## config.mk

```make
export PLATFORM = sky130hd
export DESIGN_NAME = c_escape_sequence_decoder_core
export DESIGN_NICKNAME = d
export VERILOG_FILES = /design/src/rtl/cesd_pkg.sv /design/src/rtl/c_escape_sequence_decoder_core.sv /design/src/rtl/cesd_decode.sv /design/src/rtl/cesd_outbuf.sv
export SDC_FILE = /design/constraint.sdc
export NUM_CORES = 1
export LEC_CHECK = 0
export BUFFER_PORTS_ARGS = -buffer_cell sky130_fd_sc_hd__buf_4
export CAP_MARGIN = 0
export CELL_PAD_IN_SITES_DETAIL_PLACEMENT = 1
export CELL_PAD_IN_SITES_GLOBAL_PLACEMENT = 1
export CORE_ASPECT_RATIO = 2
export CORE_MARGIN = 2
export CORE_UTILIZATION = 43
export CTS_CLUSTER_DIAMETER = 40
export CTS_CLUSTER_SIZE = 8
export DETAILED_ROUTE_END_ITERATION = 6
export HOLD_SLACK_MARGIN = 0.08
export PLACE_DENSITY_LB_ADDON = 0.3
export SLEW_MARGIN = 20
export SYNTH_ARGS = -nofsm -noshare
export SYNTH_HDL_FRONTEND = slang
export SYNTH_SLANG_ARGS = --single-unit
```

## constraint.sdc

```tcl
create_clock -name clk_i -period 3.98 [get_ports clk_i]
set_input_delay 0.796 -clock clk_i [delete_from_list [all_inputs] [get_ports clk_i]]
set_output_delay 0.796 -clock clk_i [all_outputs]
set_load 0.02 [all_outputs]
```

## src/rtl/cesd_pkg.sv

```systemverilog
`default_nettype none
// ----------------------------------------------------------------------------
// cesd_pkg
// shared types, character codes and digit helpers for the escape decoder
// ----------------------------------------------------------------------------
package cesd_pkg;

  // character codes
  localparam logic [7:0] CHAR_BACKSLASH = 8'h5C;
  localparam logic [7:0] CHAR_X         = 8'h78;
  localparam logic [7:0] HEX_EMPTY_VAL  = 8'hFF;
  // upper five bits shared by '0'..'7'
  localparam logic [4:0] OCT_PREFIX     = 5'b00110;

  // one result item
  typedef struct packed {
    logic [7:0] data;
    logic       vld;
    logic       last;
  } result_t;

  // results of one input item, handed from decoder to output buffer
  typedef struct packed {
    logic [1:0] cnt;
    result_t    r0;
    result_t    r1;
  } dec_out_t;

  // hex digit value, msb set when the byte is a hex digit
  function automatic logic [4:0] hex_digit(input logic [7:0] b);
    logic [4:0] res;
    res = '0;
    if (b >= 8'h30 && b <= 8'h39) begin
      res = {1'b1, b[3:0]};
    end else if ((b >= 8'h41 && b <= 8'h46) || (b >= 8'h61 && b <= 8'h66)) begin
      res = {1'b1, b[3:0] + 4'd9};
    end
    return res;
  endfunction

  // control code for the simple escapes, other bytes pass through
  function automatic logic [7:0] simple_escape(input logic [7:0] b);
    logic [7:0] res;
    res = b;
    case (b)
      8'h61:   res = 8'h07;  // a
      8'h62:   res = 8'h08;  // b
      8'h66:   res = 8'h0C;  // f
      8'h6E:   res = 8'h0A;  // n
      8'h72:   res = 8'h0D;  // r
      8'h74:   res = 8'h09;  // t
      8'h76:   res = 8'h0B;  // v
      default: res = b;
    endcase
    return res;
  endfunction

endpackage
`default_nettype wire

```

## src/rtl/c_escape_sequence_decoder_core.sv

```systemverilog
`default_nettype none
// ----------------------------------------------------------------------------
// c_escape_sequence_decoder_core
// decodes C-style backslash escapes in a byte stream, one byte per item
// ----------------------------------------------------------------------------
// One input byte is taken per cycle while in_ready_o is high. Its decode is
// done in the same cycle from the escape state register and yields zero, one
// or two result items, which go into a three-entry result queue whose head
// drives the output. in_ready_o depends only on the queue fill (at most one
// entry waiting), so there is no combinational path from out_ready_i to
// in_ready_o. With a ready consumer a byte giving one result sustains 1 item
// per cycle; a byte giving two results (a hex or octal escape closed by a
// following byte that is not a backslash) holds off input while the queue
// drains. Results are registered in the queue before they reach the output.
// Simple escapes a b f n r t v map to control codes, \x takes one or two hex
// digits (none gives 0xff), \ooo takes up to three octal digits truncated to
// 8 bits, any other escaped byte passes through. The byte that ends a hex or
// octal escape is then decoded as ordinary input. A backslash as the final
// byte is dropped, and a final byte with no decoded result gives an end
// marker with byte_valid_o low and out_byte_o zero.
// ----------------------------------------------------------------------------
module c_escape_sequence_decoder_core (
  input  wire logic       clk_i,
  input  wire logic       rst_ni,
  // input channel
  input  wire logic       in_valid_i,
  output logic            in_ready_o,
  input  wire logic [7:0] in_byte_i,
  input  wire logic       in_last_i,
  // output channel
  output logic            out_valid_o,
  input  wire logic       out_ready_i,
  output logic [7:0]      out_byte_o,
  output logic            byte_valid_o,
  output logic            out_end_o
);

  logic               accept;
  cesd_pkg::dec_out_t dec;
  cesd_pkg::result_t  head;

  // item taken on valid and ready
  assign accept = in_valid_i && in_ready_o;

  // escape state and single-pass decode
  cesd_decode u_decode (
    .clk_i     (clk_i),
    .rst_ni    (rst_ni),
    .accept_i  (accept),
    .in_byte_i (in_byte_i),
    .in_last_i (in_last_i),
    .dec_o     (dec)
  );

  // result queue, parts input and output handshakes
  cesd_outbuf u_outbuf (
    .clk_i       (clk_i),
    .rst_ni      (rst_ni),
    .push_i      (accept),
    .dec_i       (dec),
    .ready_o     (in_ready_o),
    .out_valid_o (out_valid_o),
    .out_ready_i (out_ready_i),
    .head_o      (head)
  );

  // head entry fields to ports
  assign out_byte_o   = head.data;
  assign byte_valid_o = head.vld;
  assign out_end_o    = head.last;

endmodule
`default_nettype wire

```

## src/rtl/cesd_decode.sv

```systemverilog
`default_nettype none
// ----------------------------------------------------------------------------
// cesd_decode
// escape state register and single-pass decode of one byte into up to two
// result items
// ----------------------------------------------------------------------------
module cesd_decode (
  input  wire logic              clk_i,
  input  wire logic              rst_ni,
  input  wire logic              accept_i,
  input  wire logic [7:0]        in_byte_i,
  input  wire logic              in_last_i,
  output cesd_pkg::dec_out_t     dec_o
);

  typedef enum logic [2:0] {
    MODE_PLAIN = 3'd0,
    MODE_ESC   = 3'd1,
    MODE_HEX0  = 3'd2,
    MODE_HEX1  = 3'd3,
    MODE_OCT1  = 3'd4,
    MODE_OCT2  = 3'd5
  } mode_e;

  mode_e      mode_q, mode_d;
  logic [7:0] part_q, part_d;

  always_comb begin
    logic              as_plain;
    logic [1:0]        n;
    cesd_pkg::result_t res [2];
    cesd_pkg::result_t nr;
    logic [4:0]        hx;
    logic              is_oct;

    as_plain = 1'b0;
    n        = 2'd0;
    res[0]   = '0;
    res[1]   = '0;
    mode_d   = mode_q;
    part_d   = part_q;
    hx       = cesd_pkg::hex_digit(in_byte_i);
    is_oct   = (in_byte_i[7:3] == cesd_pkg::OCT_PREFIX);
    nr       = '0;
    nr.vld   = 1'b1;

    case (mode_q)
      MODE_ESC: begin
        if (in_byte_i == cesd_pkg::CHAR_X) begin
          mode_d = MODE_HEX0;
          part_d = '0;
        end else if (is_oct) begin
          mode_d = MODE_OCT1;
          part_d = {5'd0, in_byte_i[2:0]};
        end else begin
          nr.data = cesd_pkg::simple_escape(in_byte_i);
          res[n[0]] = nr;
          n = n + 2'd1;
          mode_d = MODE_PLAIN;
        end
      end
      MODE_HEX0: begin
        if (hx[4]) begin
          mode_d = MODE_HEX1;
          part_d = {4'd0, hx[3:0]};
        end else begin
          nr.data = cesd_pkg::HEX_EMPTY_VAL;
          res[n[0]] = nr;
          n = n + 2'd1;
          mode_d = MODE_PLAIN;
          as_plain = 1'b1;
        end
      end
      MODE_HEX1: begin
        if (hx[4]) begin
          nr.data = {part_q[3:0], hx[3:0]};
        end else begin
          nr.data = part_q;
          as_plain = 1'b1;
        end
        res[n[0]] = nr;
        n = n + 2'd1;
        mode_d = MODE_PLAIN;
      end
      MODE_OCT1: begin
        if (is_oct) begin
          part_d = {part_q[4:0], in_byte_i[2:0]};
          mode_d = MODE_OCT2;
        end else begin
          nr.data = part_q;
          res[n[0]] = nr;
          n = n + 2'd1;
          mode_d = MODE_PLAIN;
          as_plain = 1'b1;
        end
      end
      MODE_OCT2: begin
        if (is_oct) begin
          nr.data = {part_q[4:0], in_byte_i[2:0]};
        end else begin
          nr.data = part_q;
          as_plain = 1'b1;
        end
        res[n[0]] = nr;
        n = n + 2'd1;
        mode_d = MODE_PLAIN;
      end
      default: begin
        mode_d = MODE_PLAIN;
        as_plain = 1'b1;
      end
    endcase

    if (as_plain) begin
      if (in_byte_i == cesd_pkg::CHAR_BACKSLASH) begin
        mode_d = MODE_ESC;
      end else begin
        nr.data = in_byte_i;
        res[n[0]] = nr;
        n = n + 2'd1;
      end
    end

    if (in_last_i) begin
      // end of string closes a pending escape
      if (mode_d == MODE_HEX0) begin
        nr.data = cesd_pkg::HEX_EMPTY_VAL;
        res[n[0]] = nr;
        n = n + 2'd1;
      end else if (mode_d == MODE_HEX1 || mode_d == MODE_OCT1 || mode_d == MODE_OCT2) begin
        nr.data = part_d;
        res[n[0]] = nr;
        n = n + 2'd1;
      end
      if (n == 2'd0) begin
        res[0] = '0;
        n = 2'd1;
      end
      if (n == 2'd1) begin
        res[0].last = 1'b1;
      end else begin
        res[1].last = 1'b1;
      end
      mode_d = MODE_PLAIN;
      part_d = '0;
    end

    dec_o.cnt = n;
    dec_o.r0  = res[0];
    dec_o.r1  = res[1];
  end

  always_ff @(posedge clk_i or negedge rst_ni) begin
    if (!rst_ni) begin
      mode_q <= MODE_PLAIN;
      part_q <= '0;
    end else if (accept_i) begin
      mode_q <= mode_d;
      part_q <= part_d;
    end
  end

  // escape state clears after the final byte
  assert property (@(posedge clk_i) disable iff (!rst_ni)
    accept_i && in_last_i |=> mode_q == MODE_PLAIN && part_q == 8'd0)
    else $error("escape state not cleared after final byte");

  // final byte always yields at least one item carrying the end flag
  assert property (@(posedge clk_i) disable iff (!rst_ni)
    in_last_i |-> dec_o.cnt != 2'd0 && (dec_o.r0.last || dec_o.r1.last))
    else $error("final byte without end item");

  // state only moves on an accepted item
  assert property (@(posedge clk_i) disable iff (!rst_ni)
    !accept_i |=> $stable(mode_q) && $stable(part_q))
    else $error("escape state changed without an item");

endmodule
`default_nettype wire

```

## src/rtl/cesd_outbuf.sv

```systemverilog
`default_nettype none
// ----------------------------------------------------------------------------
// cesd_outbuf
// three-entry result queue; head entry drives the output channel
// ----------------------------------------------------------------------------
module cesd_outbuf (
  input  wire logic              clk_i,
  input  wire logic              rst_ni,
  input  wire logic              push_i,
  input  wire cesd_pkg::dec_out_t dec_i,
  output logic                   ready_o,
  output logic                   out_valid_o,
  input  wire logic              out_ready_i,
  output cesd_pkg::result_t      head_o
);

  cesd_pkg::result_t slot_q [3];
  cesd_pkg::result_t slot_d [3];
  logic [1:0]        cnt_q, cnt_d;
  logic              pop;
  logic [1:0]        base;
  logic [1:0]        push_n;

  assign ready_o     = (cnt_q <= 2'd1);
  assign out_valid_o = (cnt_q != 2'd0);
  assign head_o      = slot_q[0];
  assign pop         = out_valid_o && out_ready_i;
  assign push_n      = push_i ? dec_i.cnt : 2'd0;
  assign base        = cnt_q - {1'b0, pop};

  always_comb begin
    slot_d = slot_q;
    if (pop) begin
      slot_d[0] = slot_q[1];
      slot_d[1] = slot_q[2];
    end
    for (int i = 0; i < 3; i++) begin
      if (push_n != 2'd0 && base == 2'(i)) slot_d[i] = dec_i.r0;
      if (push_n == 2'd2 && base + 2'd1 == 2'(i)) slot_d[i] = dec_i.r1;
    end
    cnt_d = base + push_n;
  end

  always_ff @(posedge clk_i or negedge rst_ni) begin
    if (!rst_ni) begin
      cnt_q <= '0;
    end else begin
      cnt_q <= cnt_d;
    end
  end

  always_ff @(posedge clk_i) begin
    slot_q <= slot_d;
  end

  // a push never exceeds the free entries
  assert property (@(posedge clk_i) disable iff (!rst_ni)
    push_i |-> ({1'b0, base} + {1'b0, push_n}) <= 3'd3)
    else $error("result queue overflow");

  // two results into one waiting entry fill the queue
  assert property (@(posedge clk_i) disable iff (!rst_ni)
    push_i && dec_i.cnt == 2'd2 && cnt_q == 2'd1 && !pop |=> cnt_q == 2'd3)
    else $error("queue count wrong after double push");

  // occupancy is stable with no push and no pop
  assert property (@(posedge clk_i) disable iff (!rst_ni)
    (!push_i || dec_i.cnt == 2'd0) && !pop |=> $stable(cnt_q))
    else $error("queue count moved while idle");

endmodule
`default_nettype wire
```

# Yosys cells after proc, flatten, opt, wreduce, memory -nomap -nowiden
# Index checks and enable logic that the tools add are counted.
[totals] register_bits=43 inputBits=13 out_inout_bits=12 wordCells=146
[classes] n_addsub=6 n_lt_le_gt_ge=11 eq_ne=25 n_mux=60 bitwise=5 reduce_logical=27
[ops] operator="$mux 10" n=13
[ops] operator="$mux 20" n=6
[ops] operator="$eq 8x7->1 const B" n=9
[ops] operator="$pmux 8 s7" n=1
[ops] operator="$pmux 10 s5" n=1
[ops] operator="$mux 8" n=6
[ops] operator="$bwmux 20" n=2
[ops] operator="$pmux 8 s3" n=1
[ops] operator="$mux 2" n=11
[ops] operator="$demux 10 s1" n=2
[ops] operator="$mux 3" n=6
[ops] operator="$or 18x18->18" n=1
[ops] operator="$ge 8x7->1 const B" n=2
[ops] operator="$le 8x7->1 const B" n=2
[ops] operator="$logic_and 1x1->1" n=13
[ops] operator="$eq 3x2->1 const B" n=4
[ops] operator="$eq 3x3->1 const B" n=4
[ops] operator="$mux 5" n=2
[ops] operator="$pmux 3 s3" n=1
[ops] operator="$ge 8x6->1 const B" n=1
[ops] operator="$le 8x6->1 const B" n=1
[ops] operator="$pmux 2 s4" n=1
[ops] operator="$add 2x1->2 const B" n=3
[ops] operator="$eq 2x1->1 const B" n=3
[ops] operator="other kinds (19)" n=38

# Depth between registers and ports, before layout
# Gate-level depths: netlist of the first run.
[logic_depth] ltp_word=24 mapped_depth=20 ltp_nobuf=18

# By module
# A second synthesis of the first run with hierarchy kept.
[unflattened] hier_cells=385 area_unflattened_um2=3555.9
[modules_own_cells] module="cesd_decode" instances=1 cells_each=237 area_each_um2=1785.5 seq_area_each_um2=275.3
[modules_own_cells] module="cesd_outbuf" instances=1 cells_each=147 area_each_um2=1764.2 seq_area_each_um2=950.9
[modules_own_cells] module="c_escape_sequence_decoder_core" instances=1 cells_each=1 area_each_um2=6.3 seq_area_each_um2=0.0

# Worst setup path after synthesis of the first run
# No wires, ideal clock.
[synth_timing] kind="input-to-reg" from="input port in_byte_i[0]" to="register u_outbuf.slot_q[0] (netlist name) (enable)" setup_ps=380 arrival_ps=4297 required_ps=3600 path_slack_ps=-697 path_stages=18 n_path_buf=3 cell_sequence="buf_2 > inv_1 > ha_1 > o21bai_1 > a21oi_1 > clkbuf_1 > nor3_1 > nor2_1 > inv_1 > ha_1 > o32a_2 > inv_2 > buf_2 > ha_1 > inv_1 > nor3_4 > o21ai_0 > a21oi_1"
[synth_between] elab_chain_cells=23 elab_cells_between_ends=47 cone_classes="add/sub (2); order compare (6); eq/ne (7); mux (21); reduce/logical (11)"
[synth_rtl] element="start, declared" line="c_escape_sequence_decoder_core.sv:28" text="input wire logic [7:0] in_byte_i,"
[synth_rtl] element="parallel branches: the longest is 18 deep, another holds $ge 8x7->1"
[synth_rtl] element="$mux 2 (*)" line="cesd_decode.sv:124" text="if (in_last_i) begin"
[synth_rtl] element="$mux 2 (*)" line="cesd_outbuf.sv:28" text="assign push_n = push_i ? dec_i.cnt : 2'd0;"
[synth_rtl] element="$eq 2x2->1 / $reduce_bool 2->1 (equally long branches)" line="cesd_outbuf.sv:39, cesd_outbuf.sv:38"
[synth_rtl] element="$logic_and 1x1->1, on equally long branches" line="cesd_outbuf.sv:39, cesd_outbuf.sv:38"
[synth_rtl] element="$reduce_bool 2->1 (no source line) (*)"
[synth_rtl] element="end signal, assigned" line="cesd_outbuf.sv:53" text="slot_q <= slot_d;"
[synth_rtl] element="end, declared" line="cesd_outbuf.sv:17" text="cesd_pkg::result_t slot_q [3];"
# Every way passes the cells marked *. The select of a mux whose other input is x is not followed.
# A chain may end at the register's enable or synchronous reset.

==> metrics.md, run 1 <==
| Metric | Value |
|---|---|
| Sequential share of the synthesized area | 31.70% |
| # fillers | 1,025 |
| Number of port buffers | 24 |
| Count of pins over their slew limit | 0 |
| Crit path time final | 3818 ps |
| Crit share post-route | 95.93% |
| H-tree depth | 2 |
| Die area | 9815 um^2 |
| Post-detailed-route wirelength per cell | 24.87 um |
| Cells after synthesis | 439 |
| RSZ-0062 raised after global routing | no |
| Cell area after synthesis | 3867 um^2 |
| Ys async rst share | 30.23% |
| CP arrival | 3820 ps |
| Via count | 4,000 |
| WP buf/inv | 4 |
| DRT iter0 DRCs | 211 |
| Drt pass-1 iters | 4 |
| # setup viols final | 0 |
| Slowest Stage Delay on Critical Path | 550 ps |
| Ys flop type | edfxtp_1 |
| Number of global-route vias before repair | 4,238 |
| CP Capture Type | register |
| Global-route wire length before repair | 23,230 um |
| Reg-to-reg slack, setup | 510 ps |
| CTS clk-pin slew, worst paths | 70 ps |
| Routed Antenna Nets | 0 |
| R2r startpoint | u_decode.mode_q[2] |
| Avg Inst Size Synth | 8.810 um^2 |
| Dpl hpwl | 11,550 um |
| Worst VDD drop | 0.0001692 V |
| Total CTS buffers | 5 |
| Slew headroom | 52.93% |
| Psw | 624.0 uW |
| Layout cell share with drive strength beyond 1 | 27.05% |
| Post-placement cell area | 4517 um^2 |
| Final Hold Viols | 0 |
| Layout Utilization | 53.29% |
| Element type at the critical path start | input pin |
| Leakage | 0.001828 uW |
| Vias/cell | 6.780 |
| Status | completed |
| Largest net degree at the start of global routing | 19 |
| DRC errors left | 0 |
| Worst Setup SP | in_byte_i[7] |
| CTS Sinks | 43 |
| Crit-path slowest cell | or4b_4 |
| Flops & latches, synth | 43 |
| Total Routed Length | 14,670 um |
| Yosys warnings | 0 |
| Clock Skew | 6.866 ps |
| Global Route Usage Sum | 30.47% |
| Min-Delay Path Class | in -> async |
| Max Cap Viol | 0 |
| Core area | 8890 um^2 |
| Number of enable flip-flop cells after synthesis | 30 |
| Int Pwr | 1195 uW |
| Num rows | 49 |
| Grt total ovfl | 0 |
| Logic pwr share | 37.7% |
| Area of the multi-input gates | 2485 um^2 |
| GPL Wtd Cong | 0.9316 |
| Net count after synthesis | 463 |
| Netlist cell types | 76 |
| Design area | 4737 um^2 |
| Fmax | 0.2619 GHz |
| I/O pin total | 25 |
| Critical path's most frequent cell | buf_4 |
| CTS tree | done |
| Top delay family on crit path | simple AND/OR/NAND/NOR gates |
| Die Wd | 71.06 um |
| Critical-path cell list | buf_4, or4b_4, nor3_4, nor3_4, nor2_2, inv_1, ha_1, o32a_4, buf_4, buf_4, and3_1, a221oi_1, a21oi_1 |
| TNS Setup | 0 ps |
| Initial Utilization | 43.50% |
| Switching share of total power | 34.31% |
| Die Y-Extent | 138.1 um |
| Worst path required time | 3980 ps |
| Power Density | 384.0 nW/um^2 |
| Reg power frac | 36.7% |
| Worst Path Max Fanout | 10 |
| Nets | 511 |
| Initial antenna violation count | 0 |
| Worst-Skew Late Latency | 290 ps |
| CTS root buf | clkbuf_16 |
| Slew @ Worst Pin | 697.2 ps |
| CTS Buffer Depth | 2 |
| Storage cell area | 1226 um^2 |
| Setup CP Type | in -> reg |
| Ant diodes | 0 |
| Area growth syn-to-layout | 22.48% |
| Clock share of power | 25.6% |
## layout make-up
| cell class | count | area share [%] |
|---|---|---|
| Multi-Input combinational cell | 335 | 52.46 |
| Timing Repair Buffer | 79 | 13.58 |
| Clock inverter | 3 | 0.8188 |
| Clock buffer | 5 | 2.641 |
| Sequential cell | 43 | 25.88 |
| Tap cell | 102 | 2.694 |
| Inverter | 23 | 1.928 |
## registers in the layout, indices dropped and copies added, names as in the netlist
signal and cells:
u_outbuf.slot_q 20, u_outbuf.head_o 10, u_decode.part_q 8, u_decode.mode_q 3, u_outbuf.cnt_q 2
## metrics by stage
step	power (uW)	hold slack [ps]	instances	setup slack, ps
CTS	1824	339.1	587	45.35
finish	1819	337.3	590	162.0
detailed placement	1356	533.0	579	-220.9
global route	1905	346.7	590	6.751
global placement	1313	520.6	579	19.76
floorplan	1147	496.3	439	-135.9
## final timing paths
kind                                           end  cells past startpoint
worst max register to register  u_outbuf.head_o[2]                     11
worst max-delay path            u_outbuf.head_o[2]                     13
worst min-delay path             u_outbuf.cnt_q[0]                      1
worst min register to register  u_decode.part_q[5]                      1
min in group clk_i              u_decode.part_q[5]                      1
max in group asynchronous       u_decode.mode_q[1]                      1
## cells in the mapped netlist, drive strengths merged, types with 2 or more instances
library cell / number / area [um^2]
and3: 3 / 18.77
nor2b: 3 / 18.77
or3: 5 / 36.28
o31a: 2 / 17.52
a21o: 2 / 15.01
a22oi: 11 / 82.58
a32o: 6 / 60.06
o2111ai: 6 / 52.55
dfrtp: 13 / 325.3
nor2: 28 / 107.6
a21oi: 22 / 132.6
nor4: 9 / 68.81
o22ai: 3 / 18.77
o31ai: 3 / 32.53
a22o: 13 / 113.9
edfxtp: 30 / 900.9
xnor2: 3 / 26.28
o311ai: 2 / 17.52
nand2: 33 / 123.9
nor3b: 2 / 15.01
a2bb2oi: 3 / 26.28
mux2i: 15 / 153.9
a32oi: 2 / 17.52
clkbuf: 14 / 53.80
nand3: 19 / 95.09
nor4bb: 2 / 20.02
nand2b: 7 / 43.79
nand4bb: 2 / 22.52
buf: 24 / 158.9
ha: 11 / 137.6
inv: 23 / 86.33
nand3b: 2 / 15.01
a31oi: 3 / 18.77
nor3: 15 / 96.35
a221oi: 15 / 137.6
a211oi: 8 / 60.06
or2: 2 / 12.51
o22a: 2 / 17.52
o32ai: 3 / 26.28
o21ai: 35 / 197.7
o211ai: 14 / 105.1
o311a: 2 / 20.02
## power groups by stage
stage / clock, uW / sequential, uW / combinational (uW)
5_1_grt: 486 / 678 / 741
6_report: 466 / 667 / 685
3_5_place_dp: 0 / 680 / 676
2_1_floorplan: 0 / 672 / 475
3_3_place_gp: 0 / 671 / 642
4_1_cts: 471 / 671 / 683
## what timing repair did
action                                  4_1_cts  5_1_grt
setup buffers                                 0        3
endpoints found under the setup margin        0       14
hold buffers                                  0        0
gates resized for setup                       0        6
## routing by layer
| layer | part of all wire [%] | global-route usage, % | vias up |
|---|---|---|---|
| met3 | 3.3 | 3.571 | 65 |
| met2 | 56 | 58.04 | 142 |
| met5 | 0 | 0 | - |
| met1 | 33 | 29.43 | 1986 |
| met4 | 7.1 | 19.36 | 0 |
| li1 | - | - | 1807 |
## worst reg2reg max path, delay by kind of cell, from the launching register on
family / cells / cell delay [ps]
AOI/OAI and AO/OA: 3 / 930
adders and majority gates: 1 / 240
buffers and inverters: 3 / 430
and+or+nand+nor: 4 / 1080
DFF: 1 / 510
## logic make-up (layout without fill, tap and decap cells)
kind of cell / after synthesis / after routing / synth area share [%]
AOI/OAI and AO/OA: 166 / 166 / 32.45
xor gates and xnor gates: 4 / 4 / 0.9060
adders and majority gates: 11 / 11 / 3.559
DFF: 43 / 43 / 31.70
and+or+nand+nor: 138 / 138 / 19.38
buffers and inverters: 61 / 110 / 7.732
muxes: 16 / 16 / 4.270
## cells in the final DEF (no fill, tap or decap), types with 4 or more instances in the layout
| master | Yosys | routed |
|---|---|---|
| dfrtp_1 | 13 | 13 |
| nor3_1 | 12 | 11 |
| nor4_1 | 7 | 7 |
| a221oi_1 | 14 | 10 |
| inv_1 | 22 | 21 |
| buf_4 | 11 | 75 |
| edfxtp_1 | 30 | 30 |
| nand2b_1 | 7 | 7 |
| a22oi_1 | 11 | 10 |
| clkbuf_16 | 0 | 5 |
| nor2_1 | 27 | 25 |
| a21oi_1 | 20 | 19 |
| buf_12 | 0 | 4 |
| a32o_1 | 6 | 6 |
| o21ai_2 | 3 | 4 |
| nand2_1 | 33 | 33 |
| o211ai_1 | 14 | 14 |
| mux2i_1 | 14 | 14 |
| o21ai_0 | 29 | 28 |
| a221oi_2 | 1 | 5 |
| or3_1 | 4 | 4 |
| nand3_1 | 19 | 17 |
| o2111ai_1 | 6 | 6 |
| a211oi_1 | 8 | 5 |
| a22o_1 | 13 | 13 |
| ha_1 | 11 | 9 |
Note: power is estimated with default switching activity, not from simulation.
==> run 2, diff against run 1 <==
--- a/config.mk
+++ b/config.mk
@@ -5,13 +5,14 @@
 export SDC_FILE = /design/constraint.sdc
 export NUM_CORES = 1
 export LEC_CHECK = 0
+export ABC_AREA = 1
 export BUFFER_PORTS_ARGS = -buffer_cell sky130_fd_sc_hd__buf_4
 export CAP_MARGIN = 0
 export CELL_PAD_IN_SITES_DETAIL_PLACEMENT = 1
 export CELL_PAD_IN_SITES_GLOBAL_PLACEMENT = 1
 export CORE_ASPECT_RATIO = 2
-export CORE_MARGIN = 2
-export CORE_UTILIZATION = 43
+export CORE_MARGIN = 10
+export CORE_UTILIZATION = 40
 export CTS_CLUSTER_DIAMETER = 40
 export CTS_CLUSTER_SIZE = 8
 export DETAILED_ROUTE_END_ITERATION = 6
==> run 2 against run 1 <==
Net effect: global-route usage is 11 points lower; first-iteration DRC count is 27% lower; worst setup slack better by 120 ps; sequential power is 2% higher; synthesized cell count is 38% higher; total power is 12% higher; critical endpoint unchanged.
==> metrics.md, run 2 <==
| Metric | Value |
|---|---|
| Status | completed |
| CP arrival | 3750 ps (-70 ps) |
| Most common cell in the netlist | nand2_1 |
| Via count | 4,266 (+6.7%) |
| Nets | 665 (+30%) |
| Die Wd | 90.28 um (+27%) |
| GPL Wtd Cong | 1.014 (+8.8%) |
| Core area | 9699 um^2 (+9.1%) |
| CTS clk-pin slew, worst paths | 70 ps (about the same) |
| Area growth syn-to-layout | 15.86% |
| Initial Utilization | 40.74% (-2.8 points) |
| Post-synth top area share | 22.80% (-0.49 points) |
| Drt pass-1 iters | 4 (unchanged) |
| Critical-path cell list | buf_4, inv_1, buf_4, ha_1, nand4_1, ha_1, inv_1, nand2_1, o21ai_2, ha_1, nand2_1, nand3_2, nand2_1, inv_1, nand2_1, nand2_2, nand2_4, buf_12, nand3_1, nand3_1, nand2_1 |
| WP buf/inv | 6 (+2) |
| DRC errors left | 0 (unchanged) |
| Ys flop type | edfxtp_1 |
| Hold_buf cts | 0 (unchanged) |
| Synth top cells by count | nand2_1, nand3_1, inv_1, nor2_1, o21ai_0 |
| Tot Pwr | 2044 uW (+12%) |
| Largest net degree at the start of global routing | 23 (+4) |
| Num rows | 51 (+4.1%) |
| Post-CTS resize count | 0 (unchanged) |
| Setup CP Type | in -> reg |
| RSZ-0062 raised after global routing | no |
| Worst path required time | 4030 ps (+50 ps) |
| Storage cell area | 1226 um^2 (unchanged) |
| Worst Path Max Fanout | 20 (+10) |
| Final Hold Viols | 0 (unchanged) |
| Most frequent cells in the layout | nand2_1, nand3_1, inv_1, buf_4, nor2_1 |
| Cell taking the most area after synthesis | edfxtp_1 |
| Ant diodes | 0 (unchanged) |
| Clock Skew | 9.216 ps (+2.350 ps) |
| Element type at the critical path start | input pin |
| CTS root buf | clkbuf_16 |
| Sequential share of the synthesized area | 31.03% (-0.67 points) |
| Post-detailed-route wirelength per cell | 18.05 um (-27%) |
| CTS tree | done |
| Total Routed Length | 13,970 um (-4.8%) |
| Worst VDD drop | 0.0001991 V (+18%) |
| # setup viols final | 0 (unchanged) |
| Die area | 14,490 um^2 (+48%) |
| H-tree depth | 2 (unchanged) |
| DRT iter0 DRCs | 154 (-27%) |
| Grt total ovfl | 0 (unchanged) |
| Crit share post-route | 93.04% (-2.9 points) |
| Largest register by flop count | u_outbuf.slot_q |
| Netlist cell types | 35 (-54%) |
| Layout cell share with drive strength beyond 1 | 15.58% (-11 points) |
| Ys async rst share | 30.23% (unchanged) |
| Min-Delay Path Class | in -> async |
| Setup ws final | 277.0 ps (+115.1 ps) |
| Critical path's most frequent cell | nand2_1 |
| Number of enable flip-flop cells after synthesis | 30 (unchanged) |
| Global-route wire length before repair | 23,170 um (-0.24%) |
| Number of port buffers | 24 (unchanged) |
| Worst slack at placement | -14.25 ps (+206.7 ps) |
| Ranking of synthesized cells by area | edfxtp_1, nand2_1, nand3_1 |
| # fillers | 1,315 (+28%) |
| CTS Buffer Depth | 2 (unchanged) |
| Area of the multi-input gates | 2283 um^2 (-8.1%) |
| Worst-Skew Late Latency | 290 ps (about the same) |
| Commonest non-fill, non-tap cell in the layout | nand2_1 |
| Dpl hpwl | 11,650 um (+0.91%) |
| Max Cap Viol | 0 (unchanged) |
| Number of global-route vias before repair | 4,647 (+9.7%) |
| Fmax | 0.2701 GHz (+3.1%) |
| CTS Sinks | 43 (unchanged) |
| Leakage | 0.002286 uW (+25%) |
| Non-Filler Instances | 774 (+31%) |
| Net count after synthesis | 631 (+36%) |
| I/O pin total | 25 (unchanged) |
| Die Y-Extent | 160.6 um (+16%) |
| Cell area after synthesis | 3951 um^2 (+2.2%) |
| Inst Count DP | 766 (+32%) |
| Slew headroom | 58.75% (+5.8 points) |
| Slew @ Worst Pin | 612.2 ps (-84.99 ps) |
| Initial antenna violation count | 0 (unchanged) |
| Total CTS buffers | 5 (unchanged) |
| Count of pins over their slew limit | 0 (unchanged) |
| Global Route Usage Sum | 19.41% (-11 points) |
| Avg Inst Size Synth | 6.510 um^2 (-26%) |
| Slowest Stage Delay on Critical Path | 430 ps (-120 ps) |
| Crit path time final | 3703 ps (-115.1 ps) |
| Post-CTS Setup Bufs | 0 (unchanged) |
| Cells after synthesis | 607 (+38%) |
| Crit-path slowest cell | ha_1 |
| Vias/cell | 5.512 (-19%) |
| Max reg flops | 20 (unchanged) |
| CP Capture Type | register |
| Flops & latches, synth | 43 (unchanged) |
| Yosys warnings | 0 (unchanged) |
| Routed Antenna Nets | 0 (unchanged) |
| Power Density | 446.4 nW/um^2 (+16%) |
| Top delay family on crit path | simple AND/OR/NAND/NOR gates |
==> run 2: final timing paths <==
kind | depth (start not counted) | slack [ps] | endpoint | start
min | 1 | 340 | u_decode.part_q[0] | rst_ni
max | 21 | 280 | u_outbuf.head_o[2] | in_byte_i[1]
max in group asynchronous | 1 | 3450 | u_decode.part_q[2] | rst_ni
max reg2reg | 21 | 620 | u_outbuf.head_o[2] | u_decode.mode_q[1]
min in group clk_i | 4 | 610 | u_outbuf.head_o[6] | u_outbuf.slot_q[16]
min reg2reg | 4 | 610 | u_outbuf.head_o[6] | u_outbuf.slot_q[16]
==> run 2: stage by stage <==
step / util, % / setup TNS (ps) / area (um^2) / hold WS [ps]
global route: 47.20 / 0 / 4578 / 349.7
detailed placement: 45.25 / -30.77 / 4389 / 603.4
floorplan: - / 0 / 3951 / 500.4
finish: 47.20 / 0 / 4578 / 344.1
CTS: 47.20 / 0 / 4578 / 350.5
global placement: 45.25 / 0 / 4389 / 590.3
==> run 2: layout make-up <==
class	instances	share of cell area (%)
multi-input cells	465	49.88
clock inverters	2	1.312
inverters	75	6.149
repair buffers	51	9.456
clock buffers	6	2.815
well taps	132	3.608
flip-flops and latches	43	26.78
==> run 2: where the power goes <==
part,leakage [uW],switching [uW],internal [uW],total [uW]
logic,0.00174,520,302,822
clock network,0.0000911,182,360,542
registers,0.000456,31.1,648,679
==> run 2: cells by family (layout without fill, tap and decap cells) <==
group / Yosys count / count (layout) / synth area share (%)
and+or+nand+nor: 379 / 379 / 43.67
AOI/OAI and AO/OA: 73 / 73 / 10.20
DFF: 43 / 43 / 31.03
adders and majority gates: 11 / 11 / 3.483
xor gates and xnor gates: 2 / 2 / 0.4434
buffers and inverters: 99 / 134 / 11.18
==> run 2: layer usage <==
layer | vias up | global-route usage [%] | routed length [um]
met1 | 2027 | 17.96 | 4765
met3 | 59 | 2.101 | 504
met2 | 115 | 38.31 | 7771
li1 | 2065 | - | -
met4 | 0 | 12.66 | 930
met5 | - | 0 | 0
==> run 3, diff against run 2 <==
--- a/config.mk
+++ b/config.mk
@@ -12,7 +12,7 @@
 export CELL_PAD_IN_SITES_GLOBAL_PLACEMENT = 1
 export CORE_ASPECT_RATIO = 2
 export CORE_MARGIN = 10
-export CORE_UTILIZATION = 40
+export CORE_UTILIZATION = 44
 export CTS_CLUSTER_DIAMETER = 40
 export CTS_CLUSTER_SIZE = 8
 export DETAILED_ROUTE_END_ITERATION = 6
==> constraint.sdc (replaced) <==
create_clock -name clk_i -period 4.1 [get_ports clk_i]
set_input_delay 0.82 -clock clk_i [delete_from_list [all_inputs] [get_ports clk_i]]
set_output_delay 0.82 -clock clk_i [all_outputs]
set_load 0.02 [all_outputs]
==> run 3 against run 2 <==
Net effect: sequential power fell by 2%; design area fell by 3.0%; count of clock-buffer cells in the layout down 1; core utilization increased by 3.8 points; worst setup slack better by 9.8 ps; register-to-register slack gained 40 ps; cell count shrank 5.0%; first-iteration DRC count up 25%; non-clock buffer count down 7; critical path type unchanged; highest routed layer unchanged.
==> metrics.md, run 3 (synthesized netlist as in run 2, its figures left out) <==
| Metric | Value |
|---|---|
| Total CTS buffers | 5 (unchanged) |
| Largest register by flop count | u_outbuf.slot_q |
| Initial antenna violation count | 0 (unchanged) |
| Max reg flops | 20 (unchanged) |
| Status | completed |
| Post-CTS Setup Bufs | 0 (unchanged) |
| CTS tree | done |
| Die Wd | 87.01 um (-3.6%) |
| Die area | 13,400 um^2 (-7.5%) |
| Reg-to-reg slack, setup | 660 ps (+40 ps) |
| Worst VDD drop | 0.0001815 V (-8.9%) |
| Element type at the critical path start | input pin |
| Critical path's most frequent cell | nand2_1 |
| Largest net degree at the start of global routing | 20 (-13%) |
| CP arrival | 3810 ps (+60 ps) |
| Vias/cell | 5.816 (+5.5%) |
| Final Hold Viols | 0 (unchanged) |
| Crit share post-route | 93.00% |
| Setup CP Type | in -> reg |
| Routed Antenna Nets | 0 (unchanged) |
| Psw | 731.4 uW (-0.24%) |
| Worst-Skew Late Latency | 290 ps (about the same) |
| Global Route Usage Sum | 21.78% (+2.4 points) |
| CTS clk-pin slew, worst paths | 70 ps (about the same) |
| # fillers | 1,193 (-9.3%) |
| Commonest non-fill, non-tap cell in the layout | nand2_1 |
| Hold_buf cts | 0 (unchanged) |
| Area growth syn-to-layout | 12.35% |
| Worst slack at placement | -29.26 ps (-15.01 ps) |
| Min-Delay Path Class | in -> async |
| CTS Buffer Depth | 2 (unchanged) |
| Worst Setup SP | in_byte_i[0] |
| Count of pins over their slew limit | 0 (unchanged) |
| Met1 GRT Util | 18.84% (+0.88 points) |
| TNS Setup | 0 ps (unchanged) |
| GR Util met3 | 2.487% (+0.39 points) |
| Critical-path cell list | buf_4, inv_1, ha_1, nor2_1, nand2_1, nand3_2, nand3_4, nand3_4, ha_1, inv_1, nand2_1, o21ai_2, ha_1, nand2_1, nand3_2, nand2_1, a21oi_2, nand4_1, nand3_1, buf_4 |
| Leakage | 0.002209 uW (-3.3%) |
| Most frequent cells in the layout | nand2_1, nand3_1, inv_1, buf_4, nor2_1 |
| Clock share of power | 22.5% (-4.0 points) |
| Core area | 8708 um^2 (-10%) |
| Worst Path Max Fanout | 10 (-50%) |
| Logic pwr share | 41.5% (+1.3 points) |
| CP Capture Type | register |
| Global-route wire length before repair | 23,540 um (+1.6%) |
| Initial Utilization | 45.37% (+4.6 points) |
| Power Density | 416.6 nW/um^2 (-6.7%) |
| Setup ws final | 286.9 ps (+9.814 ps) |
| CTS root buf | clkbuf_16 |
| Die Y-Extent | 154.0 um (-4.1%) |
| Dpl hpwl | 11,930 um (+2.4%) |
| Number of port buffers | 24 (unchanged) |
| Via count | 4,275 (+0.21%) |
| I/O pin total | 25 (unchanged) |
| Number of global-route vias before repair | 4,819 (+3.7%) |
| RSZ-0062 raised after global routing | no |
| H-tree depth | 2 (unchanged) |
| Ant diodes | 0 (unchanged) |
| DRC errors left | 0 (unchanged) |
| Post-CTS resize count | 0 (unchanged) |
| Nets | 658 (-1.1%) |
| M2 GR Usage | 42.76% (+4.4 points) |
| Global routing's busiest layer | met2 |
| Slew headroom | 60.09% (+1.3 points) |
| Crit path time final | 3813 ps |
| Int Pwr | 1118 uW (-15%) |
| Total Routed Length | 14,240 um (+2.0%) |
| Slowest Stage Delay on Critical Path | 310 ps (-120 ps) |
| GPL Wtd Cong | 0.9849 (-2.9%) |
| Grt total ovfl | 0 (unchanged) |
| Num rows | 48 (-5.9%) |
| Clock Skew | 4.685 ps (-4.531 ps) |
| Worst path required time | 4090 ps (+60 ps) |
| Post-detailed-route wirelength per cell | 19.38 um (+7.4%) |
| Fmax | 0.2623 GHz |
| R2r startpoint | u_decode.mode_q[1] |
| Drt pass-1 iters | 4 (unchanged) |
| Slew @ Worst Pin | 592.4 ps (-19.76 ps) |
| # setup viols final | 0 (unchanged) |
| DRT iter0 DRCs | 192 (+25%) |
| Max Cap Viol | 0 (unchanged) |
| CTS Sinks | 43 (unchanged) |
| Switching share of total power | 39.54% (+3.7 points) |
| Crit-path slowest cell | ha_1 |
| Reg power frac | 36.0% (+2.8 points) |
| Layout cell share with drive strength beyond 1 | 15.59% (about the same) |
run 3: power groups by stage:
| stage | Combinational [uW] | Sequential [uW] | Clock (uW) |
|---|---|---|---|
| 3_5_place_dp | 765 | 679 | 0 |
| 5_1_grt | 847 | 678 | 436 |
| 3_3_place_gp | 727 | 667 | 0 |
| 2_1_floorplan | 517 | 672 | 0 |
| 4_1_cts | 772 | 670 | 424 |
| 6_report | 768 | 666 | 415 |
run 3: worst paths after layout:
check,end,cells after the start
worst max-delay path,u_outbuf.head_o[9],20
max in group asynchronous,u_decode.part_q[0],1
min in group clk_i,u_outbuf.slot_q[17],4
worst min register to register,u_outbuf.slot_q[17],4
worst max register to register,u_outbuf.head_o[9],17
worst min-delay path,u_decode.mode_q[2],1
run 3: worst max-delay path, delay by kind of cell:
| family | cells | cell delay [ps] |
|---|---|---|
| simple gates | 11 | 1320 |
| fa+ha+maj | 3 | 810 |
| buf+inv | 4 | 580 |
| compound gates | 2 | 250 |
run 3: final cells by class:
cell class / count / area (um^2) / area share, %
well taps: 100 / 125.1 / 2.818
repair buffers: 44 / 346.6 / 7.807
clock buffers: 5 / 125.1 / 2.818
multi-input cells: 465 / 2302 / 51.86
flip-flops and latches: 43 / 1226 / 27.62
inverters: 75 / 290.3 / 6.539
clock inverters: 3 / 23.77 / 0.5355
run 3: per-stage QoR:
stage | cell area (um^2) | util [%] | hold slack (ps) | cells | power (uW)
after floorplan | 3951 | - | 524.4 | 607 | 1190
final | 4439 | 50.98 | 364.1 | 735 | 1850
after global placement | 4259 | 48.91 | 594.6 | 727 | 1394
after CTS | 4408 | 50.62 | 366.8 | 735 | 1866
after global routing | 4439 | 50.98 | 368.2 | 735 | 1960
after detailed placement | 4259 | 48.91 | 612.2 | 727 | 1444
run 3: layer usage:
metal  up-vias  share of wire, %
met5         -                 0
met4         0               6.9
met2       124                58
li1       2044                 -
met1      2037                32
met3        70               2.6
